File: src/wrg_pkg.sv
// ----------------------------------------------------------------------------
// wrg_pkg
// Shared types and constants of the water ripple grid step block.
// ----------------------------------------------------------------------------
`default_nettype none

package wrg_pkg;

    // Field widths
    localparam int KIND_W   = 2;
    localparam int COORD_W  = 9;
    localparam int HEIGHT_W = 18;
    localparam int CHAN_W   = 8;
    localparam int DAMP_W   = 16;
    localparam int DROP_W   = 8;

    // Item kinds
    localparam logic [KIND_W-1:0] KIND_POKE   = 2'd0;
    localparam logic [KIND_W-1:0] KIND_UPDATE = 2'd1;
    localparam logic [KIND_W-1:0] KIND_SWAP   = 2'd2;

    // Configuration port
    localparam int APB_ADDR_W = 3;
    localparam int APB_DATA_W = 32;
    localparam logic REG_DAMPING = 1'b0;
    localparam logic REG_DROP    = 1'b1;
    localparam logic [DAMP_W-1:0] DAMPING_RESET = 16'd64225;
    localparam logic [DROP_W-1:0] DROP_RESET    = 8'd255;

    // Height limits, signed Q10.8
    localparam logic signed [HEIGHT_W-1:0] HEIGHT_MAX = 18'sd131071;
    localparam logic signed [HEIGHT_W-1:0] HEIGHT_MIN = -18'sd131072;

    // Colour constants
    localparam logic [CHAN_W-1:0] BASE_RED   = 8'd50;
    localparam logic [CHAN_W-1:0] BASE_GREEN = 8'd100;
    localparam logic [CHAN_W-1:0] BASE_BLUE  = 8'd150;
    localparam logic [15:0]       RECIP_FIVE = 16'd52429;  // 2^18 / 5, rounded up

    typedef logic signed [HEIGHT_W-1:0] height_t;

    typedef struct packed {
        logic [DAMP_W-1:0] damping;
        logic [DROP_W-1:0] drop_height;
    } cfg_t;

    typedef struct packed {
        logic [COORD_W-1:0] col;
        logic [COORD_W-1:0] row;
        height_t            height;
    } px_req_t;

    typedef struct packed {
        logic re;
        logic we;
    } mem_ctl_t;

endpackage

`default_nettype wire

File: src/wrg_apb.sv
// ----------------------------------------------------------------------------
// wrg_apb
// APB register file: damping factor and drop height.
// ----------------------------------------------------------------------------
`default_nettype none

module wrg_apb (
    input  wire logic                                clk,
    input  wire logic                                rst_n,
    input  wire logic                                psel,
    input  wire logic                                penable,
    input  wire logic                                pwrite,
    input  wire logic [wrg_pkg::APB_ADDR_W-1:0]      paddr,
    input  wire logic [wrg_pkg::APB_DATA_W-1:0]      pwdata,
    output      logic [wrg_pkg::APB_DATA_W-1:0]      prdata,
    output      logic                                pready,
    output      wrg_pkg::cfg_t                       cfg
);

    logic [wrg_pkg::DAMP_W-1:0] damping_reg;
    logic [wrg_pkg::DROP_W-1:0] drop_reg;
    logic                       wr_en;
    logic                       reg_sel;

    // Registers are word aligned; the byte offset bits are ignored
    assign reg_sel = paddr[2];
    assign pready  = 1'b1;
    assign wr_en   = psel && penable && pwrite && pready;

    // Write registers
    always_ff @(posedge clk or negedge rst_n)
    begin
        if (!rst_n)
        begin
            damping_reg <= wrg_pkg::DAMPING_RESET;
            drop_reg    <= wrg_pkg::DROP_RESET;
        end
        else if (wr_en)
        begin
            case (reg_sel)
                wrg_pkg::REG_DAMPING: damping_reg <= pwdata[wrg_pkg::DAMP_W-1:0];
                wrg_pkg::REG_DROP:    drop_reg    <= pwdata[wrg_pkg::DROP_W-1:0];
                default: ;
            endcase
        end
    end

    // Read mux
    always_comb
    begin
        case (reg_sel)
            wrg_pkg::REG_DAMPING:
                prdata = wrg_pkg::APB_DATA_W'(damping_reg);
            wrg_pkg::REG_DROP:
                prdata = wrg_pkg::APB_DATA_W'(drop_reg);
            default:
                prdata = '0;
        endcase
    end

    assign cfg.damping     = damping_reg;
    assign cfg.drop_height = drop_reg;

endmodule

`default_nettype wire

File: config.mk
export PLATFORM = sky130hd
export DESIGN_NAME = wrg_apb
export DESIGN_NICKNAME = d
export VERILOG_FILES = /design/src/wrg_pkg.sv /design/src/wrg_apb.sv
export SDC_FILE = /design/constraint.sdc
export NUM_CORES = 1
export LEC_CHECK = 0
export BUFFER_PORTS_ARGS = -buffer_cell sky130_fd_sc_hd__clkbuf_2
export CELL_PAD_IN_SITES_DETAIL_PLACEMENT = 1
export CELL_PAD_IN_SITES_GLOBAL_PLACEMENT = 1
export CORE_MARGIN = 8
export CORE_UTILIZATION = 29
export CTS_CLUSTER_SIZE = 28
export DETAILED_ROUTE_END_ITERATION = 7
export GPL_TIMING_DRIVEN = 0
export PLACE_DENSITY = 0.86
export SYNTH_ARGS = -nofsm -noshare
export SYNTH_HDL_FRONTEND = slang
export SYNTH_SLANG_ARGS = --single-unit
File: constraint.sdc
create_clock -name clk -period 1.5 [get_ports clk]
set_clock_uncertainty 0.2 [all_clocks]
set_input_delay 0.225 -clock clk [delete_from_list [all_inputs] [get_ports clk]]
set_output_delay 0.225 -clock clk [all_outputs]
set_load 0.05 [all_outputs]
==> results.cfg <==
[setup_path]
r2r_cells = 2
r2r-start = damping_reg[2]
crit_arrival_ns = 1.17
reg2reg_slack_ns = 0.41
start_kind = register
worstPathMaxFanout = 3
crit_path_start = damping_reg[13]
cp.required_ns = 1.07
crit_end = prdata[13]
r2r_end = damping_reg[2]
path_class = reg2out
critPathCaptureType = output pin

[finish]
fin_nets = 225
largest_reg_flops = 16
final_cell_mix = buf_4, clkbuf_2, dfstp_2, conb_1
final_common_cell = buf_4
fillers = 448
antenna_cells = 0
drive_gt1_frac = 0.815
fin_area_um2 = 2230
area_growth_pct = 75.4

[sta]
slew_viol_final = 0
whs_ns = 0.00573
hold_viol = 0
max_freq_mhz = 629
min_period_ns = 1.59
finalSetupViolations = 14
fin_ws_ns = -0.0903
maxSlewHeadroom = 0.590
rsz0062_at_grt = yes
post-route-period-util = 1.06
tns_ns = -0.771
worst_pin_slew_ns = 0.615

[power]
p_total_mw = 3.41
pwr_density_cell_nw_per_um2 = 1530
power_leakage_nw = 1.15
ir_drop_mv = 0.658

[die]
start_util = 0.296
rows = 24
die_x_um = 82.2
core-area_um2 = 4290
die_h_um = 82.2
ios = 97
dieArea_um2 = 6750

[clocking]
cts_buffer_depth = 2
cts_buffers = 3
h-tree-depth = 1
cts_tree = done
clock_latency_ns = 0.26
cts_root_buf = clkbuf_8
clock-sinks = 24
clk_pin_slew_ns = 0.09

[placed_design]
placed_area_um2 = 1750
hpwl_um = 2900
routabilityCongestion = 0.678
post-place-ws_ns = -0.326
io_buffers = 60

[global_routing]
globalRouteTotalUtil = 0.131
grt_pass1_wl_um = 6640
first_global_vias = 1096
grt_max_degree = 25
grt-ovfl-total = 0
antenna_found_initial = 0

[logic_synthesis]
synth_seq_cells = 24
yosys_warnings = 0
synth_cells = 88
yosysSeqAreaShare = 0.491
synth.avg_cell_area_um2 = 14.4
yosysUniqueCellTypes = 11
synth_area_um2 = 1270

[detailed_routing]
dr_total_vias = 993
viasPerCell = 4.21
firstDrtPassIters = 3
ant_nets = 0
wl_per_cell_um = 19.1
drtIter0Drc = 8
drc = 0
drt-total-wl_um = 4500

[worst_hold_path]
hold_class = in2reg

[run]
max-cap-violations = 0

[run_status]
failed_checks = setup timing
status = complete, but fails checks
==> how the worst min path moves through the flow <==
stage               startpoint               to  slack, ns  cells after the start
floorplan                rst_n  damping_reg[10]      -0.27                      0
CTS                  pwdata[1]      drop_reg[1]      0.002                      2
global route        pwdata[12]  damping_reg[12]       0.01                      2
finish               pwdata[1]   damping_reg[1]      0.006                      2
global placement         rst_n  damping_reg[10]       0.06                      1
detailed placement       rst_n   damping_reg[8]       0.07                      1
==> critical path: stages (launching register included) <==
cell and delay (ns):
dfstp_2 0.57, nor2b_4 0.17, buf_8 0.15
==> power breakdown <==
| group | switching [mW] | leakage, nW | internal [mW] |
|---|---|---|---|
| registers | 0.120 | 0.261 | 0.872 |
| logic | 1.22 | 0.862 | 0.808 |
| clock network | 0.203 | 0.0228 | 0.189 |
| total | 1.54 | 1.15 | 1.87 |
==> per-stage QoR <==
step / std cells / utilization
6_report: 236 / 0.519
5_1_grt: 236 / 0.519
4_1_cts: 235 / 0.515
3_5_place_dp: 215 / 0.407
3_3_place_gp: 215 / 0.407
2_1_floorplan: 103 / -
==> metal layers <==
metal	vias up	GRT usage	wire, µm
met1	482	0.147	1750
li1	458	-	-
met3	0	0.0379	477
met5	-	0	0
met4	0	0.0158	0
met2	53	0.245	2270
==> kinds of logic after synthesis <==
| kind of cell | Yosys count | synth area share |
|---|---|---|
| buffers and inverters | 20 | 0.122 |
| flip-flops | 24 | 0.491 |
| multiplexers | 32 | 0.313 |
| other | 2 | 0.00591 |
| AND/OR/NAND/NOR | 10 | 0.0680 |
==> layout make-up <==
| class | count | area (µm²) | area share |
|---|---|---|---|
| timing repair buffer | 77 | 703 | 0.316 |
| buffer | 20 | 165 | 0.0742 |
| multi-input combinational | 59 | 626 | 0.281 |
| tap | 52 | 65.1 | 0.0292 |
| sequential | 24 | 623 | 0.280 |
| clock buffer | 4 | 45.0 | 0.0202 |
==> synthesized netlist by cell type (all sizes together) <==
| library cell | count | area, µm² |
|---|---|---|
| mux2 | 32 | 398 |
| buf | 20 | 155 |
| dfstp | 18 | 473 |
| nor2b | 8 | 50.1 |
| dfrtp | 6 | 150 |
| conb | 2 | 7.51 |
| nand4 | 1 | 12.5 |
| nand4b | 1 | 23.8 |
==> repair_timing <==
item	4_1_cts	5_1_grt
buffers inserted	6	1
setup endpoints to repair	34	27
cloned	0	0
gates resized for setup	63	19
hold buffers	10	0
hold endpoints to repair	15	0
Note: power is estimated with default switching activity, not from simulation.
