[config.mk]
export PLATFORM = sky130hd
export DESIGN_NAME = wrg_shade_flat
export DESIGN_NICKNAME = d
export VERILOG_FILES = /design/src/wrg_pkg.sv /design/src/wrg_if.sv /design/src/wrg_shade.sv /design/src/flat_wrapper.sv
export SDC_FILE = /design/constraint.sdc
export NUM_CORES = 1
export LEC_CHECK = 0
export ABC_CLOCK_PERIOD_IN_PS = 4150
export BUFFER_PORTS_ARGS = -buffer_cell sky130_fd_sc_hd__buf_2
export CAP_MARGIN = 5
export CORE_AREA = 2 2 108 99
export CTS_CLUSTER_SIZE = 14
export DETAILED_ROUTE_END_ITERATION = 7
export DIE_AREA = 0 0 110 101
export PLACE_DENSITY_LB_ADDON = 0.05
export SYNTH_ARGS = -nofsm -noshare
export SYNTH_HDL_FRONTEND = slang
export SYNTH_SLANG_ARGS = --single-unit
[constraint.sdc]
create_clock -name clk -period 4.15 [get_ports clk]
set_clock_uncertainty 0.15 [all_clocks]
set_input_delay 0.2075 -clock clk [delete_from_list [all_inputs] [get_ports clk]]
set_output_delay 0.2075 -clock clk [all_outputs]
set_load 0.03 [all_outputs]
[src/wrg_pkg.sv]
// ----------------------------------------------------------------------------
// wrg_pkg
// Shared types and constants of the water ripple grid step block.
// ----------------------------------------------------------------------------
`default_nettype none

package wrg_pkg;

    // Field widths
    localparam int KIND_W   = 2;
    localparam int COORD_W  = 9;
    localparam int HEIGHT_W = 18;
    localparam int CHAN_W   = 8;
    localparam int DAMP_W   = 16;
    localparam int DROP_W   = 8;

    // Item kinds
    localparam logic [KIND_W-1:0] KIND_POKE   = 2'd0;
    localparam logic [KIND_W-1:0] KIND_UPDATE = 2'd1;
    localparam logic [KIND_W-1:0] KIND_SWAP   = 2'd2;

    // Configuration port
    localparam int APB_ADDR_W = 3;
    localparam int APB_DATA_W = 32;
    localparam logic REG_DAMPING = 1'b0;
    localparam logic REG_DROP    = 1'b1;
    localparam logic [DAMP_W-1:0] DAMPING_RESET = 16'd64225;
    localparam logic [DROP_W-1:0] DROP_RESET    = 8'd255;

    // Height limits, signed Q10.8
    localparam logic signed [HEIGHT_W-1:0] HEIGHT_MAX = 18'sd131071;
    localparam logic signed [HEIGHT_W-1:0] HEIGHT_MIN = -18'sd131072;

    // Colour constants
    localparam logic [CHAN_W-1:0] BASE_RED   = 8'd50;
    localparam logic [CHAN_W-1:0] BASE_GREEN = 8'd100;
    localparam logic [CHAN_W-1:0] BASE_BLUE  = 8'd150;
    localparam logic [15:0]       RECIP_FIVE = 16'd52429;  // 2^18 / 5, rounded up

    typedef logic signed [HEIGHT_W-1:0] height_t;

    typedef struct packed {
        logic [DAMP_W-1:0] damping;
        logic [DROP_W-1:0] drop_height;
    } cfg_t;

    typedef struct packed {
        logic [COORD_W-1:0] col;
        logic [COORD_W-1:0] row;
        height_t            height;
    } px_req_t;

    typedef struct packed {
        logic re;
        logic we;
    } mem_ctl_t;

endpackage

`default_nettype wire

[src/wrg_if.sv]
// ----------------------------------------------------------------------------
// wrg_if
// Command and pixel channel interfaces with valid/ready handshake.
// ----------------------------------------------------------------------------
`default_nettype none


interface wrg_pix_if;
    logic                        valid;
    logic                        ready;
    logic [wrg_pkg::COORD_W-1:0] pixel_col;
    logic [wrg_pkg::COORD_W-1:0] pixel_row;
    logic [wrg_pkg::CHAN_W-1:0]  red;
    logic [wrg_pkg::CHAN_W-1:0]  green;
    logic [wrg_pkg::CHAN_W-1:0]  blue;

    modport source (output valid, output pixel_col, output pixel_row, output red,
                    output green, output blue, input ready);
    modport sink   (input valid, input pixel_col, input pixel_row, input red,
                    input green, input blue, output ready);
endinterface

`default_nettype wire

[src/wrg_shade.sv]
// ----------------------------------------------------------------------------
// wrg_shade
// Output stage: turns a cell height into RGB and holds the pixel transaction.
// ----------------------------------------------------------------------------
`default_nettype none

module wrg_shade (
    input  wire logic              clk,
    input  wire logic              rst_n,
    input  wire logic              px_valid,
    input  wire wrg_pkg::px_req_t  px_req,
    output      logic              px_ready,
    wrg_pix_if.source              pix
);

    logic                           out_valid_reg;
    logic [wrg_pkg::COORD_W-1:0]    col_reg;
    logic [wrg_pkg::COORD_W-1:0]    row_reg;
    logic [wrg_pkg::CHAN_W-1:0]     red_reg;
    logic [wrg_pkg::CHAN_W-1:0]     green_reg;
    logic [wrg_pkg::CHAN_W-1:0]     blue_reg;

    logic                           neg;
    logic [wrg_pkg::HEIGHT_W-1:0]   mag;
    logic [9:0]                     q_blue;
    logic [9:0]                     q_red;
    logic [27:0]                    green_prod;
    logic [9:0]                     q_green;

    // Base plus or minus the truncated quotient, clamped to 0..255
    function automatic logic [wrg_pkg::CHAN_W-1:0] clamp_chan(
        input logic [wrg_pkg::CHAN_W-1:0] base,
        input logic [9:0]                 q,
        input logic                       minus
    );
        logic signed [11:0] v;
        logic [wrg_pkg::CHAN_W-1:0] res;
        v = minus ? $signed({4'b0, base}) - $signed({2'b0, q})
                  : $signed({4'b0, base}) + $signed({2'b0, q});
        if (v < 0)
            res = '0;
        else if (v > 12'sd255)
            res = 8'd255;
        else
            res = v[wrg_pkg::CHAN_W-1:0];
        return res;
    endfunction

    // Magnitude and quotients, truncation toward zero
    assign neg        = px_req.height[wrg_pkg::HEIGHT_W-1];
    assign mag        = neg ? wrg_pkg::HEIGHT_W'(-px_req.height)
                            : wrg_pkg::HEIGHT_W'(px_req.height);
    assign q_blue     = mag[17:8];
    assign q_red      = {1'b0, mag[17:9]};
    // floor(mag/320) = floor(floor(mag/64)/5)
    assign green_prod = mag[17:6] * wrg_pkg::RECIP_FIVE;
    assign q_green    = green_prod[27:18];

    assign px_ready = !out_valid_reg || pix.ready;

    // Hold the pixel until taken
    always_ff @(posedge clk or negedge rst_n)
    begin
        if (!rst_n)
        begin
            out_valid_reg <= 1'b0;
        end
        else if (px_ready)
        begin
            out_valid_reg <= px_valid;
        end
    end

    // Load pixel payload
    always_ff @(posedge clk)
    begin
        if (px_ready && px_valid)
        begin
            col_reg   <= px_req.col;
            row_reg   <= px_req.row;
            red_reg   <= clamp_chan(wrg_pkg::BASE_RED, q_red, neg);
            green_reg <= clamp_chan(wrg_pkg::BASE_GREEN, q_green, neg);
            blue_reg  <= clamp_chan(wrg_pkg::BASE_BLUE, q_blue, neg);
        end
    end

    assign pix.valid     = out_valid_reg;
    assign pix.pixel_col = col_reg;
    assign pix.pixel_row = row_reg;
    assign pix.red       = red_reg;
    assign pix.green     = green_reg;
    assign pix.blue      = blue_reg;

endmodule

`default_nettype wire

[src/flat_wrapper.sv]
// flat-port wrapper written by rule: the top's interface ports become plain ports
module wrg_shade_flat 
  (clk, rst_n, px_valid, px_req, px_ready, pix_valid, pix_pixel_col, pix_pixel_row, pix_red, pix_green, pix_blue, pix_ready);
  wrg_pix_if pix_i ();
  input  wire logic clk;
  input  wire logic rst_n;
  input  wire logic px_valid;
  input  wire wrg_pkg::px_req_t px_req;
  output      logic px_ready;
  output wire logic [$bits(pix_i.valid)-1:0] pix_valid;
  output wire logic [$bits(pix_i.pixel_col)-1:0] pix_pixel_col;
  output wire logic [$bits(pix_i.pixel_row)-1:0] pix_pixel_row;
  output wire logic [$bits(pix_i.red)-1:0] pix_red;
  output wire logic [$bits(pix_i.green)-1:0] pix_green;
  output wire logic [$bits(pix_i.blue)-1:0] pix_blue;
  input wire logic [$bits(pix_i.ready)-1:0] pix_ready;
  assign pix_valid = pix_i.valid;
  assign pix_pixel_col = pix_i.pixel_col;
  assign pix_pixel_row = pix_i.pixel_row;
  assign pix_red = pix_i.red;
  assign pix_green = pix_i.green;
  assign pix_blue = pix_i.blue;
  assign pix_i.ready = pix_ready;
  wrg_shade u_core (.clk(clk), .rst_n(rst_n), .px_valid(px_valid), .px_req(px_req), .px_ready(px_ready), .pix(pix_i));
endmodule
==> results of run 1 <==
critical path: cells and delay by family:
family	cells	cell delay [ns]
buffers and inverters	8	0.65
and+or+nand+nor	9	2.48
adders and majority gates	7	2.75
AOI/OAI and AO/OA	6	0.90
cell usage in the layout (no fill, tap or decap), types with 6 or more instances in the layout:
cell type      instances
nor2_1                20
inv_2                  9
a21oi_2                7
dlygate4sd3_1         20
ha_1                  79
ha_4                   7
buf_4                181
buf_6                  6
nand3_1                8
o21ai_1                7
a31oi_1                8
inv_1                105
nand2_1               29
edfxtp_1              42
xor2_1                12
xnor2_1               27
buf_2                 80
fa_1                  40
o31ai_1                6
o21ai_0               20
a21oi_1               53
per-stage QoR:
stage           util  hold WS (ns)  setup TNS [ns]  cells
4_1_cts        0.824        0.0624          -22.53   1023
3_5_place_dp   0.769        -0.160          -27.08    980
3_3_place_gp   0.769        -0.168          -25.72    980
5_1_grt        0.834        0.0529          -24.51   1029
2_1_floorplan      -        -0.238          -23.73    621
6_report       0.834        0.0649          -22.52   1029
kinds of logic after synthesis:
kind of cell / after synthesis / share of synthesized area
compound gates: 162 / 0.187
buf+inv: 131 / 0.0860
fa+ha+maj: 129 / 0.327
simple gates: 106 / 0.0992
xor+xnor: 45 / 0.0728
flops: 43 / 0.219
mux: 5 / 0.00894
area by class of cell:
class / count / area (sq um) / area share
Tap cell: 129 / 161 / 0.0193
Timing Repair Buffer: 287 / 2030 / 0.242
Clock buffer: 5 / 68.8 / 0.00822
Clock inverter: 3 / 20.0 / 0.00239
Multi-Input combinational cell: 447 / 4370 / 0.522
Inverter: 115 / 434 / 0.0519
Sequential cell: 43 / 1290 / 0.154
per-layer routing:
| layer | up-vias | track usage | share of wire |
|---|---|---|---|
| met3 | 43 | 0.0259 | 0.057 |
| met5 | - | 0 | 0 |
| met1 | 2671 | 0.405 | 0.42 |
| met4 | 0 | 0.117 | 0.029 |
| met2 | 216 | 0.567 | 0.49 |
| li1 | 2705 | - | - |
timing repair:
action,4_1_cts,5_1_grt
setup endpoints to repair,8,8
resized for setup,26,23
hold buffers,20,0
pin swaps,21,8
endpoints found under the hold margin,20,0
setup buffers,15,6
path summary, 6_finish.rpt:
| check | slack [ns] | to | from | depth (start not counted) |
|---|---|---|---|---|
| worst max register to register | 2.36 | u_core.pix.pixel_col[3]$_DFFE_PP_ | u_core.pix.valid$_DFFE_PN0N_ | 2 |
| min in group clk | 0.09 | u_core.pix.valid$_DFFE_PN0N_ | pix_ready | 3 |
| max in group asynchronous | 3.70 | u_core.pix.valid$_DFFE_PN0N_ | rst_n | 2 |
| worst min-delay path | 0.06 | u_core.pix.valid$_DFFE_PN0N_ | rst_n | 2 |
| worst min register to register | 0.42 | u_core.pix.valid$_DFFE_PN0N_ | u_core.pix.valid$_DFFE_PN0N_ | 2 |
| worst max-delay path | -2.89 | u_core.pix.green[3]$_SDFFCE_PP0P_ | px_req[3] | 30 |
Yosys cell counts, drive strengths merged, types with 8 or more instances:
library cell / n
a21oi: 61
a31oi: 10
buf: 9
edfxtp: 42
fa: 41
ha: 87
inv: 115
nand2: 31
nand3: 9
nor2: 22
nor3: 8
o21ai: 30
xnor2: 30
xor2: 15
==> run_results.csv, run 1 <==
group,metric,value,unit
cells_and_area,drive_gt1_frac,0.388,
cells_and_area,area_growth,42.4,%
synth,synthArstFlopShare,0.0233,
critical_path,critPathArrivalTime,7.01,ns
global_route,grt_pass1_wl,27700,microns
clocking,cts-buffers-inserted,5,
synth,ys_seq_elements,43,
critical_path,slowest_delay,0.57,ns
route,drtAntennaViolNets,0,
critical_path,cp_slowest_cell,"fa_2",
critical_path,crit_fanout,4,
place,io_buffers,83,
floorplan,die_area,11100,sq um
sta,hold_viol_final,0,
clocking,cts.sinks,43,
clocking,worstSkewPairLatency,0.29,ns
worst_hold_path,worstHoldPathType,"in -> async",
sta,slew_headroom,0.412,
global_route,grt_pass1_vias,5911,
global_route,grt_max_degree,43,
run,drv_cap,0,
synth,syn-mean-instance-area,9.46,sq um
sta,min_period_over_period,1.70,
status,status,"finished with violations",
synth,synth-edff-count,42,
sta,worst_slew_pin_slew,0.882,ns
route,remaining_drc_errors,0,
route,first_pass_iters,5,
floorplan,rows,35,
route,via_per_inst,5.48,
sta,setup_ws,-2.89,ns
critical_path,cp-start-kind,"input pin",
sta,setup_violations,8,
synth,ys_seq_area_frac,0.219,
cells_and_area,nets,1067,
clocking,cts-root-buf,"clkbuf_8",
floorplan,start_util,0.586,
clocking,path_clk_slew,0.09,ns
sta,rsz0062_at_grt,"true",
place,dp_hpwl,13300,microns
sta,slew_viol_final,0,
cells_and_area,stdcell_area,8370,sq um
critical_path,criticalPathCategory,"in -> reg",
synth,yosys_warnings,0,
synth,synth_top_cell_by_area,"edfxtp_1",
floorplan,design.core.area,10000,sq um
synth,syn-cell-area,5880,sq um
floorplan,io_pins,84,
floorplan,fp.dieW,110,microns
floorplan,dieHeight,101,microns
clocking,cts_buffer_depth,2,
global_route,grt_use_total,0.320,
synth,synth.top_cell.area_share,0.215,
global_route,antenna_found_initial,0,
critical_path,required,4.11,ns
route,drt-initial-drc-count,314,
cells_and_area,antenna_cells,0,
status,failed_checks,"setup timing",
sta,fmax,0.142,GHz
synth,syn-num-nets,789,
place,place_area,7710,sq um
sta,period_needed,7.04,ns
synth,ys.flop_type,"edfxtp_1",
clocking,htree_levels,2,
cells_and_area,fillers,593,
synth,syn_inst,621,
global_route,grt_overflow,0,
place,pre_cts_ws,-3.45,ns
clocking,cts_tree,"built",
synth,yosys-top-cells-area,"edfxtp_1 (21%), ha_1 (19%), fa_1 (14%)",
place,gp_congestion,0.899,
synth,synth_cell_type_count,77,
route,drt-total-wl,16900,microns
critical_path,endpoint_kind,"flop",
route,avgRoutedWirePerCell,16.5,microns
critical_path,cp_common_cell,"inv_2",
route,vias,5635,
Power of run 1 is not shown: default switching activity piles up to over one toggle a cycle in this logic, so the estimate is an artifact.
==> run 2: changes to the inputs <==
==> constraint.sdc (replaced) <==
create_clock -name clk -period 4.15 [get_ports clk]
set_clock_uncertainty 0.15 [all_clocks]
set_input_delay 0.83 -clock clk [delete_from_list [all_inputs] [get_ports clk]]
set_output_delay 0.83 -clock clk [all_outputs]
set_load 0.03 [all_outputs]
==> run_results.csv, run 2 (synthesis gave the netlist of run 1 again) <==
group,metric,value,unit
sta,min_period_over_period,1.88,
critical_path,critPathArrivalTime,7.76,ns
global_route,grt_pass1_vias,5621,
clocking,hold_buffers,0,
global_route,grt_use_total,0.307,
sta,fmax,0.128,GHz
route,first_pass_iters,5,
sta,slew_headroom,0.408,
sta,hold_viol_final,0,
floorplan,dieHeight,101,microns
clocking,cts_tree,"built",
sta,setup_ws,-3.63,ns
cells_and_area,final_cell_mix,"buf_4 (174), inv_1 (102), buf_2 (80), ha_1 (77), a21oi_1 (45)",
route,vias,5531,
critical_path,worst-path-buf-inv,8,
critical_path,slowest_delay,0.56,ns
critical_path,required,4.13,ns
cells_and_area,fillers,633,
floorplan,design.core.area,10000,sq um
critical_path,crit_fanout,3,
global_route,grt_max_degree,43,
place,gp_congestion,0.927,
place,io_buffers,83,
sta,setup_violations,8,
route,drt-initial-drc-count,317,
cells_and_area,antenna_cells,0,
sta,rsz0062_at_grt,"true",
global_route,grt_overflow,0,
route,drtAntennaViolNets,0,
clocking,path_clk_slew,0.07,ns
critical_path,cp_slowest_cell,"fa_2",
clocking,cts-buffers-inserted,5,
sta,hold_ws,0.151,ns
route,remaining_drc_errors,0,
route,avgRoutedWirePerCell,16.9,microns
global_route,grt_pass1_wl,26600,microns
critical_path,path_delay_family,"adder cells",
floorplan,start_util,0.586,
worst_hold_path,worstHoldPathType,"in -> async",
cells_and_area,layout_commonest_cell,"buf_4",
route,via_per_inst,5.50,
cells_and_area,area_growth,41.4,%
global_route,antenna_found_initial,0,
clocking,cts-root-buf,"clkbuf_8",
floorplan,rows,35,
floorplan,die_area,11100,sq um
critical_path,cp-start-kind,"input pin",
status,failed_checks,"setup timing",
clocking,worstSkewPairLatency,0.29,ns
place,dp_hpwl,13700,microns
route,drt-total-wl,17000,microns
critical_path,criticalPathCategory,"in -> reg",
sta,worst_slew_pin_slew,0.889,ns
run,drv_cap,0,
cells_and_area,drive_gt1_frac,0.420,
critical_path,endpoint_kind,"flop",
clocking,htree_levels,2,
clocking,cts.sinks,43,
cells_and_area,nets,1044,
floorplan,fp.dieW,110,microns
sta,slew_viol_final,0,
clocking,cts_buffer_depth,2,
floorplan,io_pins,84,
status,status,"finished with violations",
critical_path,cp_common_cell,"inv_2",
sta,period_needed,7.78,ns
## run 2: cell count changes in the layout (fill, tap and decap cells not counted), sizes merged
cell | before | now
dlygate4sd3 | 20 | 0
clkinvlp | 1 | 0
buf | 267 | 264
bufinv | 0 | 1
## run 2: worst paths after layout
path                                              start  cells past startpoint                           endpoint  slack, ns
setup / recovery                              px_req[1]                     30  u_core.pix.green[1]$_SDFFCE_PP0P_      -3.63
min in group clk           u_core.pix.valid$_DFFE_PN0N_                      2       u_core.pix.valid$_DFFE_PN0N_       0.39
setup reg to reg           u_core.pix.valid$_DFFE_PN0N_                      2  u_core.pix.pixel_row[4]$_DFFE_PP_       2.39
max in group asynchronous                         rst_n                      1       u_core.pix.valid$_DFFE_PN0N_       3.61
hold / removal                                    rst_n                      1       u_core.pix.valid$_DFFE_PN0N_       0.15
hold reg to reg            u_core.pix.valid$_DFFE_PN0N_                      2       u_core.pix.valid$_DFFE_PN0N_       0.39
## run 2: final cells by class
type | instances | area (sq um) | area share
clock buffers | 5 | 68.8 | 0.00828
clock inverters | 3 | 38.8 | 0.00467
flip-flops and latches | 43 | 1290 | 0.155
well taps | 129 | 161 | 0.0194
multi-input cells | 447 | 4470 | 0.539
inverters | 115 | 434 | 0.0523
repair buffers | 264 | 1840 | 0.222
## run 2: timing repair
item                       in CTS  in global routing
pin swaps                      19                 29
resized for setup              22                 53
setup endpoints to repair      16                 16
buffers inserted                9                 14
## run 2: worst reg2reg max path, delay by kind of cell (launching register included)
kind / cells / cell delay, ns
AND/OR/NAND/NOR: 2 / 0.86
flip-flops: 1 / 0.37
## run 2: through the flow
step | setup TNS (ns) | std cells | util | worst slack (ns) | cell area (sq um)
after floorplan | -28.71 | 621 | - | -3.64 | 6000
after global placement | -32.56 | 976 | 0.768 | -3.82 | 7700
after detailed placement | -34.82 | 976 | 0.768 | -4.06 | 7700
after CTS | -28.10 | 993 | 0.793 | -3.54 | 7960
after global routing | -30.44 | 1006 | 0.828 | -3.83 | 8310
final | -28.80 | 1006 | 0.828 | -3.63 | 8310
## run 2: layer usage
| layer | up-vias | GRT usage | routed length, microns |
|---|---|---|---|
| met3 | 28 | 0.0200 | 914 |
| met2 | 181 | 0.552 | 8700 |
| met1 | 2652 | 0.393 | 7040 |
| met5 | - | 0 | 0 |
| li1 | 2670 | - | - |
| met4 | 0 | 0.0906 | 359 |
Power of run 2 is left out for the same reason.
