File: src/wrg_pkg.sv
// ----------------------------------------------------------------------------
// wrg_pkg
// Shared types and constants of the water ripple grid step block.
// ----------------------------------------------------------------------------
`default_nettype none

package wrg_pkg;

    // Field widths
    localparam int KIND_W   = 2;
    localparam int COORD_W  = 9;
    localparam int HEIGHT_W = 18;
    localparam int CHAN_W   = 8;
    localparam int DAMP_W   = 16;
    localparam int DROP_W   = 8;

    // Item kinds
    localparam logic [KIND_W-1:0] KIND_POKE   = 2'd0;
    localparam logic [KIND_W-1:0] KIND_UPDATE = 2'd1;
    localparam logic [KIND_W-1:0] KIND_SWAP   = 2'd2;

    // Configuration port
    localparam int APB_ADDR_W = 3;
    localparam int APB_DATA_W = 32;
    localparam logic REG_DAMPING = 1'b0;
    localparam logic REG_DROP    = 1'b1;
    localparam logic [DAMP_W-1:0] DAMPING_RESET = 16'd64225;
    localparam logic [DROP_W-1:0] DROP_RESET    = 8'd255;

    // Height limits, signed Q10.8
    localparam logic signed [HEIGHT_W-1:0] HEIGHT_MAX = 18'sd131071;
    localparam logic signed [HEIGHT_W-1:0] HEIGHT_MIN = -18'sd131072;

    // Colour constants
    localparam logic [CHAN_W-1:0] BASE_RED   = 8'd50;
    localparam logic [CHAN_W-1:0] BASE_GREEN = 8'd100;
    localparam logic [CHAN_W-1:0] BASE_BLUE  = 8'd150;
    localparam logic [15:0]       RECIP_FIVE = 16'd52429;  // 2^18 / 5, rounded up

    typedef logic signed [HEIGHT_W-1:0] height_t;

    typedef struct packed {
        logic [DAMP_W-1:0] damping;
        logic [DROP_W-1:0] drop_height;
    } cfg_t;

    typedef struct packed {
        logic [COORD_W-1:0] col;
        logic [COORD_W-1:0] row;
        height_t            height;
    } px_req_t;

    typedef struct packed {
        logic re;
        logic we;
    } mem_ctl_t;

endpackage

`default_nettype wire

File: src/wrg_if.sv
// ----------------------------------------------------------------------------
// wrg_if
// Command and pixel channel interfaces with valid/ready handshake.
// ----------------------------------------------------------------------------
`default_nettype none

interface wrg_cmd_if;
    logic                        valid;
    logic                        ready;
    logic [wrg_pkg::KIND_W-1:0]  kind;
    logic [wrg_pkg::COORD_W-1:0] col;
    logic [wrg_pkg::COORD_W-1:0] row;
    logic                        splash;

    modport source (output valid, output kind, output col, output row, output splash,
                    input ready);
    modport sink   (input valid, input kind, input col, input row, input splash,
                    output ready);
endinterface


`default_nettype wire

File: src/wrg_ctrl.sv
// ----------------------------------------------------------------------------
// wrg_ctrl
// Sequencer: clears the grids, decodes items and runs the read-modify-write
// of a cell against the previous and current height banks.
// ----------------------------------------------------------------------------
`default_nettype none

module wrg_ctrl #(
    parameter int GRID_WIDTH  = 512,
    parameter int GRID_HEIGHT = 512,
    parameter int ADDR_W      = 18
) (
    input  wire logic                 clk,
    input  wire logic                 rst_n,
    wrg_cmd_if.sink                   cmd,
    input  wire wrg_pkg::cfg_t        cfg,
    output      wrg_pkg::mem_ctl_t    b0_ctl,
    output      logic [ADDR_W-1:0]    b0_addr,
    output      wrg_pkg::height_t     b0_wdata,
    input  wire wrg_pkg::height_t     b0_rdata,
    output      wrg_pkg::mem_ctl_t    b1_ctl,
    output      logic [ADDR_W-1:0]    b1_addr,
    output      wrg_pkg::height_t     b1_wdata,
    input  wire wrg_pkg::height_t     b1_rdata,
    output      logic                 px_valid,
    output      wrg_pkg::px_req_t     px_req,
    input  wire logic                 px_ready
);

    localparam int DEPTH = GRID_WIDTH * GRID_HEIGHT;
    localparam logic [ADDR_W-1:0] ROW_STEP  = ADDR_W'(GRID_WIDTH);
    localparam logic [ADDR_W-1:0] LAST_ADDR = ADDR_W'(DEPTH - 1);

    typedef enum logic [3:0] {
        S_CLEAR,
        S_IDLE,
        S_ADDR,
        S_DISPATCH,
        S_POKE,
        S_RD,
        S_ACC,
        S_DIFF,
        S_MUL,
        S_RND,
        S_WB,
        S_BORD,
        S_EMIT
    } state_t;

    // Control registers
    state_t                      state_reg,  state_next;
    logic                        bank_reg,   bank_next;
    logic [ADDR_W-1:0]           clr_reg,    clr_next;
    logic [2:0]                  cnt_reg,    cnt_next;
    logic                        rd_vld_reg, rd_vld_next;

    // Item and datapath registers
    logic [wrg_pkg::KIND_W-1:0]  kind_reg;
    logic [wrg_pkg::COORD_W-1:0] col_reg;
    logic [wrg_pkg::COORD_W-1:0] row_reg;
    logic                        splash_reg;
    logic [ADDR_W-1:0]           addr_reg;
    logic                        in_grid_reg;
    logic                        inner_reg;
    logic                        deep_reg;
    logic signed [19:0]          acc_reg;
    logic signed [20:0]          t_reg;
    logic signed [37:0]          p_reg;
    logic [20:0]                 mag_reg;
    logic                        neg_reg;
    wrg_pkg::height_t            h_reg;

    // Combinational helpers
    logic                        in_grid_c;
    logic                        inner_c;
    logic                        deep_c;
    logic [ADDR_W-1:0]           addr_c;
    logic [37:0]                 p_abs;
    wrg_pkg::height_t            h_sat;
    wrg_pkg::height_t            prev_rdata;
    wrg_pkg::height_t            cur_rdata;
    wrg_pkg::height_t            poke_h;

    wrg_pkg::mem_ctl_t           prev_ctl;
    logic [ADDR_W-1:0]           prev_addr;
    wrg_pkg::height_t            prev_wdata;
    wrg_pkg::mem_ctl_t           cur_ctl;
    logic [ADDR_W-1:0]           cur_addr;
    wrg_pkg::height_t            cur_wdata;

    // Neighbor of the centre cell, one of four directions
    function automatic logic [ADDR_W-1:0] nb_addr(
        input logic [ADDR_W-1:0] a,
        input logic [1:0]        dir
    );
        logic [ADDR_W-1:0] res;
        case (dir)
            2'd0:    res = a - ADDR_W'(1);
            2'd1:    res = a + ADDR_W'(1);
            2'd2:    res = a - ROW_STEP;
            default: res = a + ROW_STEP;
        endcase
        return res;
    endfunction

    // Cell position flags and linear address
    assign in_grid_c = (32'(col_reg) < GRID_WIDTH) && (32'(row_reg) < GRID_HEIGHT);
    assign inner_c   = (col_reg != '0) && (32'(col_reg) < GRID_WIDTH - 1) &&
                       (row_reg != '0) && (32'(row_reg) < GRID_HEIGHT - 1);
    assign deep_c    = (col_reg > 9'd1) && (32'(col_reg) < GRID_WIDTH - 2) &&
                       (row_reg > 9'd1) && (32'(row_reg) < GRID_HEIGHT - 2);
    assign addr_c    = ADDR_W'(32'(row_reg) * GRID_WIDTH + 32'(col_reg));

    // Round half away from zero and saturate
    assign p_abs = p_reg[37] ? 38'(-p_reg) : 38'(p_reg);
    always_comb
    begin
        if (neg_reg)
        begin
            if (mag_reg > 21'd131072)
                h_sat = wrg_pkg::HEIGHT_MIN;
            else
                h_sat = wrg_pkg::HEIGHT_W'(-$signed({1'b0, mag_reg}));
        end
        else
        begin
            if (mag_reg > 21'd131071)
                h_sat = wrg_pkg::HEIGHT_MAX;
            else
                h_sat = wrg_pkg::HEIGHT_W'(mag_reg);
        end
    end

    assign poke_h = {2'b00, cfg.drop_height, 8'h00};

    // Next state and memory port control
    always_comb
    begin
        state_next  = state_reg;
        bank_next   = bank_reg;
        clr_next    = clr_reg;
        cnt_next    = cnt_reg;
        rd_vld_next = 1'b0;
        cmd.ready   = 1'b0;
        px_valid    = 1'b0;
        prev_ctl    = '0;
        prev_addr   = addr_reg;
        prev_wdata  = poke_h;
        cur_ctl     = '0;
        cur_addr    = addr_reg;
        cur_wdata   = h_sat;

        case (state_reg)
            S_CLEAR:
            begin
                prev_ctl.we = 1'b1;
                cur_ctl.we  = 1'b1;
                prev_addr   = clr_reg;
                cur_addr    = clr_reg;
                prev_wdata  = '0;
                cur_wdata   = '0;
                clr_next    = clr_reg + ADDR_W'(1);
                if (clr_reg == LAST_ADDR)
                    state_next = S_IDLE;
            end
            S_IDLE:
            begin
                cmd.ready = 1'b1;
                if (cmd.valid)
                    state_next = S_ADDR;
            end
            S_ADDR:
            begin
                state_next = S_DISPATCH;
            end
            S_DISPATCH:
            begin
                case (kind_reg)
                    wrg_pkg::KIND_POKE:
                    begin
                        cnt_next   = '0;
                        state_next = inner_reg ? S_POKE : S_IDLE;
                    end
                    wrg_pkg::KIND_SWAP:
                    begin
                        bank_next  = !bank_reg;
                        state_next = S_IDLE;
                    end
                    wrg_pkg::KIND_UPDATE:
                    begin
                        if (!in_grid_reg)
                        begin
                            state_next = S_EMIT;
                        end
                        else
                        begin
                            cur_ctl.re = 1'b1;
                            if (inner_reg)
                            begin
                                prev_ctl.re = 1'b1;
                                prev_addr   = nb_addr(addr_reg, 2'd0);
                                rd_vld_next = 1'b1;
                                cnt_next    = 3'd1;
                                state_next  = S_RD;
                            end
                            else
                            begin
                                state_next = S_BORD;
                            end
                        end
                    end
                    default:
                    begin
                        state_next = S_IDLE;
                    end
                endcase
            end
            S_POKE:
            begin
                prev_ctl.we = 1'b1;
                if (cnt_reg != '0)
                    prev_addr = nb_addr(addr_reg, 2'(cnt_reg - 3'd1));
                cnt_next = cnt_reg + 3'd1;
                if ((cnt_reg == '0 && !(splash_reg && deep_reg)) || cnt_reg == 3'd4)
                    state_next = S_IDLE;
            end
            S_RD:
            begin
                prev_ctl.re = 1'b1;
                prev_addr   = nb_addr(addr_reg, cnt_reg[1:0]);
                rd_vld_next = 1'b1;
                cnt_next    = cnt_reg + 3'd1;
                if (cnt_reg == 3'd3)
                    state_next = S_ACC;
            end
            S_ACC:
            begin
                state_next = S_DIFF;
            end
            S_DIFF:
            begin
                state_next = S_MUL;
            end
            S_MUL:
            begin
                state_next = S_RND;
            end
            S_RND:
            begin
                state_next = S_WB;
            end
            S_WB:
            begin
                cur_ctl.we = 1'b1;
                state_next = S_EMIT;
            end
            S_BORD:
            begin
                state_next = S_EMIT;
            end
            S_EMIT:
            begin
                px_valid = 1'b1;
                if (px_ready)
                    state_next = S_IDLE;
            end
            default:
            begin
                state_next = S_IDLE;
            end
        endcase
    end

    // Map previous/current roles onto the two banks
    assign prev_rdata = bank_reg ? b1_rdata : b0_rdata;
    assign cur_rdata  = bank_reg ? b0_rdata : b1_rdata;
    assign b0_ctl     = bank_reg ? cur_ctl   : prev_ctl;
    assign b0_addr    = bank_reg ? cur_addr  : prev_addr;
    assign b0_wdata   = bank_reg ? cur_wdata : prev_wdata;
    assign b1_ctl     = bank_reg ? prev_ctl   : cur_ctl;
    assign b1_addr    = bank_reg ? prev_addr  : cur_addr;
    assign b1_wdata   = bank_reg ? prev_wdata : cur_wdata;

    assign px_req.col    = col_reg;
    assign px_req.row    = row_reg;
    assign px_req.height = h_reg;

    // Hold state and control
    always_ff @(posedge clk or negedge rst_n)
    begin
        if (!rst_n)
        begin
            state_reg  <= S_CLEAR;
            bank_reg   <= 1'b0;
            clr_reg    <= '0;
            cnt_reg    <= '0;
            rd_vld_reg <= 1'b0;
        end
        else
        begin
            state_reg  <= state_next;
            bank_reg   <= bank_next;
            clr_reg    <= clr_next;
            cnt_reg    <= cnt_next;
            rd_vld_reg <= rd_vld_next;
        end
    end

    // Advance the datapath
    always_ff @(posedge clk)
    begin
        if (state_reg == S_IDLE && cmd.valid)
        begin
            kind_reg   <= cmd.kind;
            col_reg    <= cmd.col;
            row_reg    <= cmd.row;
            splash_reg <= cmd.splash;
        end
        if (state_reg == S_ADDR)
        begin
            addr_reg    <= addr_c;
            in_grid_reg <= in_grid_c;
            inner_reg   <= inner_c;
            deep_reg    <= deep_c;
        end
        // Sum neighbors as they return from the previous bank
        if (state_reg == S_DISPATCH)
            acc_reg <= '0;
        else if (rd_vld_reg)
            acc_reg <= acc_reg + 20'(prev_rdata);
        if (state_reg == S_DIFF)
            t_reg <= 21'(acc_reg) - (21'(cur_rdata) <<< 1);
        if (state_reg == S_MUL)
            p_reg <= 38'(t_reg) * 38'($signed({1'b0, cfg.damping}));
        if (state_reg == S_RND)
        begin
            neg_reg <= p_reg[37];
            mag_reg <= 21'((p_abs + 38'd65536) >> 17);
        end
        if (state_reg == S_DISPATCH)
            h_reg <= '0;
        else if (state_reg == S_BORD)
            h_reg <= cur_rdata;
        else if (state_reg == S_WB)
            h_reg <= h_sat;
    end

    // A bank takes a read or a write in a cycle, never both
    a_bank_port: assert property (@(posedge clk) disable iff (!rst_n)
        !(b0_ctl.re && b0_ctl.we) && !(b1_ctl.re && b1_ctl.we))
        else $error("bank read and write in the same cycle");

    // Bank roles change only on a swap item
    a_bank_swap: assert property (@(posedge clk) disable iff (!rst_n)
        (bank_reg != $past(bank_reg)) |->
            $past(state_reg == S_DISPATCH && kind_reg == wrg_pkg::KIND_SWAP))
        else $error("bank select changed outside a swap");

    // Only update items produce a pixel
    a_px_kind: assert property (@(posedge clk) disable iff (!rst_n)
        px_valid |-> (kind_reg == wrg_pkg::KIND_UPDATE))
        else $error("pixel issued for a non-update item");

    // The current bank is written back only at the cell it was read from
    a_wb_addr: assert property (@(posedge clk) disable iff (!rst_n)
        (cur_ctl.we && state_reg != S_CLEAR) |-> (cur_addr == addr_reg && inner_reg))
        else $error("current bank written at a foreign address");

endmodule

`default_nettype wire

File: src/flat_wrapper.sv
// flat-port wrapper written by rule: the top's interface ports become plain ports
module wrg_ctrl_flat 
#(
    parameter int GRID_WIDTH  = 512,
    parameter int GRID_HEIGHT = 512,
    parameter int ADDR_W      = 18
)
  (clk, rst_n, cfg, b0_ctl, b0_addr, b0_wdata, b0_rdata, b1_ctl, b1_addr, b1_wdata, b1_rdata, px_valid, px_req, px_ready, cmd_valid, cmd_kind, cmd_col, cmd_row, cmd_splash, cmd_ready);
  wrg_cmd_if cmd_i ();
  input  wire logic clk;
  input  wire logic rst_n;
  input  wire wrg_pkg::cfg_t cfg;
  output      wrg_pkg::mem_ctl_t b0_ctl;
  output      logic [ADDR_W-1:0] b0_addr;
  output      wrg_pkg::height_t b0_wdata;
  input  wire wrg_pkg::height_t b0_rdata;
  output      wrg_pkg::mem_ctl_t b1_ctl;
  output      logic [ADDR_W-1:0] b1_addr;
  output      wrg_pkg::height_t b1_wdata;
  input  wire wrg_pkg::height_t b1_rdata;
  output      logic px_valid;
  output      wrg_pkg::px_req_t px_req;
  input  wire logic px_ready;
  input wire logic [$bits(cmd_i.valid)-1:0] cmd_valid;
  input wire logic [$bits(cmd_i.kind)-1:0] cmd_kind;
  input wire logic [$bits(cmd_i.col)-1:0] cmd_col;
  input wire logic [$bits(cmd_i.row)-1:0] cmd_row;
  input wire logic [$bits(cmd_i.splash)-1:0] cmd_splash;
  output wire logic [$bits(cmd_i.ready)-1:0] cmd_ready;
  assign cmd_i.valid = cmd_valid;
  assign cmd_i.kind = cmd_kind;
  assign cmd_i.col = cmd_col;
  assign cmd_i.row = cmd_row;
  assign cmd_i.splash = cmd_splash;
  assign cmd_ready = cmd_i.ready;
  wrg_ctrl #(.GRID_WIDTH(GRID_WIDTH), .GRID_HEIGHT(GRID_HEIGHT), .ADDR_W(ADDR_W)) u_core (.clk(clk), .rst_n(rst_n), .cmd(cmd_i), .cfg(cfg), .b0_ctl(b0_ctl), .b0_addr(b0_addr), .b0_wdata(b0_wdata), .b0_rdata(b0_rdata), .b1_ctl(b1_ctl), .b1_addr(b1_addr), .b1_wdata(b1_wdata), .b1_rdata(b1_rdata), .px_valid(px_valid), .px_req(px_req), .px_ready(px_ready));
endmodule
File: config.mk
export PLATFORM = sky130hd
export DESIGN_NAME = wrg_ctrl_flat
export DESIGN_NICKNAME = d
export VERILOG_FILES = /design/src/wrg_pkg.sv /design/src/wrg_if.sv /design/src/wrg_ctrl.sv /design/src/flat_wrapper.sv
export SDC_FILE = /design/constraint.sdc
export NUM_CORES = 2
export LEC_CHECK = 0
export ABC_AREA = 1
export BUFFER_PORTS_ARGS = -buffer_cell sky130_fd_sc_hd__buf_2
export CORE_ASPECT_RATIO = 0.5
export CORE_MARGIN = 2
export CORE_UTILIZATION = 60
export DETAILED_ROUTE_END_ITERATION = 6
export PLACE_DENSITY = 0.79
export SYNTH_ARGS = -nofsm -noshare
export SYNTH_HDL_FRONTEND = slang
export SYNTH_SLANG_ARGS = --single-unit
export TNS_END_PERCENT = 5
File: constraint.sdc
create_clock -name clk -period 8 [get_ports clk]
set_input_delay 0.8 -clock clk [delete_from_list [all_inputs] [get_ports clk]]
set_output_delay 0.8 -clock clk [all_outputs]
set_load 0.01 [all_outputs]
==> impl_metrics.ini <==
[final_layout]
net_count_reported_at_finish = 4503
largest_reg_flops = 38
syn2layout_area_growth_pct = 6.63
design_area_um2 = 29700
regArea_um2 = 5100
multi_input_area_um2 = 19100
layout-drive-gt1-share = 0.0760
layout_commonest_cell = nand2_1
layout_fillers = 4148
layout_common_cells = nand2_1 (1026), inv_1 (815), fa_1 (337), nor2_1 (269), nand3_1 (214)

[timing]
report.final.slew_viol_count = 0
timing_worst_slew_pin_value_ns = 1.20
finalHoldWorstSlack_ns = 0.373
post-route-min-period_ns = 6.55
fmax_ghz = 0.153
final_total_negative_setup_slack_ns = 0
worst_slew_margin_rel = 0.202
rsz0062_at_grt = no
finalCritPeriodShare = 0.818
hold_viol_final = 0
finalSetupViolations = 0
fin_skew_ns = 0.0193

[setup_path]
timing.rr.start = u_core.t_reg[20]$_DFFE_PP_
critical_path_arrival_ns = 6.76
worst_ep_required_ns = 8.22
timing.critical_path.to_type = flip-flop
regToRegEndpoint = u_core.p_reg[33]$_DFFE_PP_
crit_path_end = u_core.p_reg[33]$_DFFE_PP_
path_max_fanout = 16
rrSetupSlack_ns = 1.45
r2r.worst_path.cells = 20
worst_setup_path_startpoint = u_core.t_reg[20]$_DFFE_PP_
path_class = flip-flop to flip-flop
critical-path-slowest-cell = edfxtp_1
timing.critical_path.cells = nand2_1, inv_1, fa_1, inv_1, fa_1, inv_1, fa_1, fa_1, fa_1, inv_1, fa_1, inv_1, ha_1, nand2_1, nor2_1, inv_1, nor2_1, nand4_1, nand3_1, nand2_1
max_stage_delay_ns = 0.88
cp-start-kind = flip-flop

[floorplanning]
pin_count = 199
floorplan.core_area_um2 = 45600
floorplan.die.height_um = 156
floorplan.die_area_um2 = 48300
fp-row-count = 55
floorplan.die.width_um = 309
initial_core_util = 0.612

[global_routing]
largest_net_degree_at_the_start_of_global_routing = 70
grtUsageTotal = 0.353
grt_remaining_overflow = 0
grt_first_pass_wirelength_um = 134000
grt_antenna_before_repair = 2
first_global_vias = 26108

[synth]
netlist_instances = 3860
synth_edf_count = 122
number_of_flip_flops_and_latches_in_the_synthesized_netlist = 187
yosys_warnings = 0
synth-async-reset-ratio = 0.144
post_synthesis_net_count = 4430
postSynthAreaPerCell_um2 = 7.23
register_area_share_after_synthesis = 0.183
syn-cell-area_um2 = 27900
synth_largest_area_cell = fa_1
postSynth.topFlopCell = edfxtp_1
synth_top_cell_area_share = 0.242
yosysUniqueCellTypes = 56
synthTopCellsByArea = fa_1 (24%), nand2_1 (14%), edfxtp_1 (13%), inv_1 (11%), ha_1 (6.6%)

[cts]
tritoncts_clock_tree = done
clock_tree.htree_level_count = 4
cts_max_path_bufs = 2
clk_pin_slew_ns = 0.07
clk_latency_ns = 0.46
postCtsSetupRepairBufs = 0
cts-buffers-inserted = 17
cts-root-buf = clkbuf_16
hold_bufs_at_cts = 0
ctsResizeCount = 0
clock_sink_count = 187

[place]
buffer_ports.inserted = 198
detailed_place_hpwl_um = 66100
placed_cell_area_um2 = 29100
placer_s_final_routability_congestion_estimate = 0.982

[status]
failing_checks = DRC
run_status = finished, violations left

[drt]
initialDrtViolationCount = 2199
detail_route.first_pass.iterations = 7
detailroute.via_count = 25495
drc = 14
drt-wirelength-per-cell_um = 18.0
drt.antenna.violating_nets = 0
detailed_route_vias_per_instance = 5.57
drt_wl_total_um = 82500

[job]
drv.max_cap_violation_count = 0

[worst_hold_path]
kind_of_path_behind_the_tightest_hold_check = primary input to async pin
cells in the mapped netlist, types with 4 or more instances:
cell type,instances
nand2_1,1026
inv_1,815
fa_1,337
nor2_1,273
nand3_1,214
o21ai_0,168
ha_1,148
a21oi_1,127
clkbuf_1,122
edfxtp_1,122
xor2_1,101
nand4_1,67
dfxtp_1,38
xnor2_1,35
dfrtp_1,27
o211ai_1,24
nor3_1,19
buf_2,16
nor2_2,15
inv_2,13
nor4_1,11
o21ai_1,11
a21o_1,10
buf_1,10
nand3b_1,10
a31oi_1,9
nand2_2,9
o21bai_1,8
a221oi_1,7
o21a_1,7
nor2_4,6
a211oi_1,5
o22ai_1,5
or2_1,5
clkinv_1,4
how the worst min path moves through the flow:
stage,depth (start not counted),slack [ns],end,from
final,1,0.37,u_core.clr_reg[9]$_DFFE_PN0P_,rst_n
after floorplan,0,0.42,u_core.neg_reg$_DFFE_PP_,u_core.p_reg[37]$_DFFE_PP_
after global routing,1,0.42,u_core.clr_reg[9]$_DFFE_PN0P_,rst_n
after CTS,1,0.38,u_core.clr_reg[9]$_DFFE_PN0P_,rst_n
after detailed placement,2,0.45,u_core.h_reg[1]$_SDFFE_PP0P_,u_core.h_reg[1]$_SDFFE_PP0P_
after global placement,2,0.45,u_core.h_reg[10]$_SDFFE_PP0P_,u_core.h_reg[10]$_SDFFE_PP0P_
layout make-up:
cell class / instances / area share
Multi-Input combinational cell: 2691 / 0.642
Clock inverter: 12 / 0.00425
Timing Repair Buffer: 204 / 0.0348
Tap cell: 627 / 0.0264
Antenna cell: 2 / 0.000168
Clock buffer: 20 / 0.0157
Sequential cell: 187 / 0.172
Inverter: 832 / 0.105
critical path: cells and delay by family (launching register included):
| family | cells | cell delay (ns) |
|---|---|---|
| buf+inv | 6 | 0.94 |
| fa+ha+maj | 7 | 3.32 |
| flops | 1 | 0.88 |
| simple gates | 7 | 1.12 |
logic make-up after synthesis:
| group | after synthesis | synth area share |
|---|---|---|
| AO/OA/AOI/OAI | 396 | 0.0793 |
| adder cells (fa/ha/maj) | 485 | 0.308 |
| buffers and inverters | 982 | 0.133 |
| AND/OR/NAND/NOR | 1673 | 0.253 |
| flip-flops | 187 | 0.183 |
| XOR/XNOR | 137 | 0.0433 |
routing by layer:
metal | share of wire | track usage
met1 | 0.40 | 0.450
met2 | 0.49 | 0.621
met5 | 0 | 0
met3 | 0.071 | 0.0402
met4 | 0.036 | 0.132
stage by stage:
step	worst slack, ns	utilization	cells
after detailed placement	1.16	0.640	4541
after CTS	1.48	0.653	4573
after global routing	0.974	0.653	4574
after global placement	1.21	0.640	4541
after floorplan	1.85	-	3860
final	1.45	0.653	4575
Power is not shown: default switching activity piles up to over one toggle a cycle in this logic, so the estimate is an artifact.
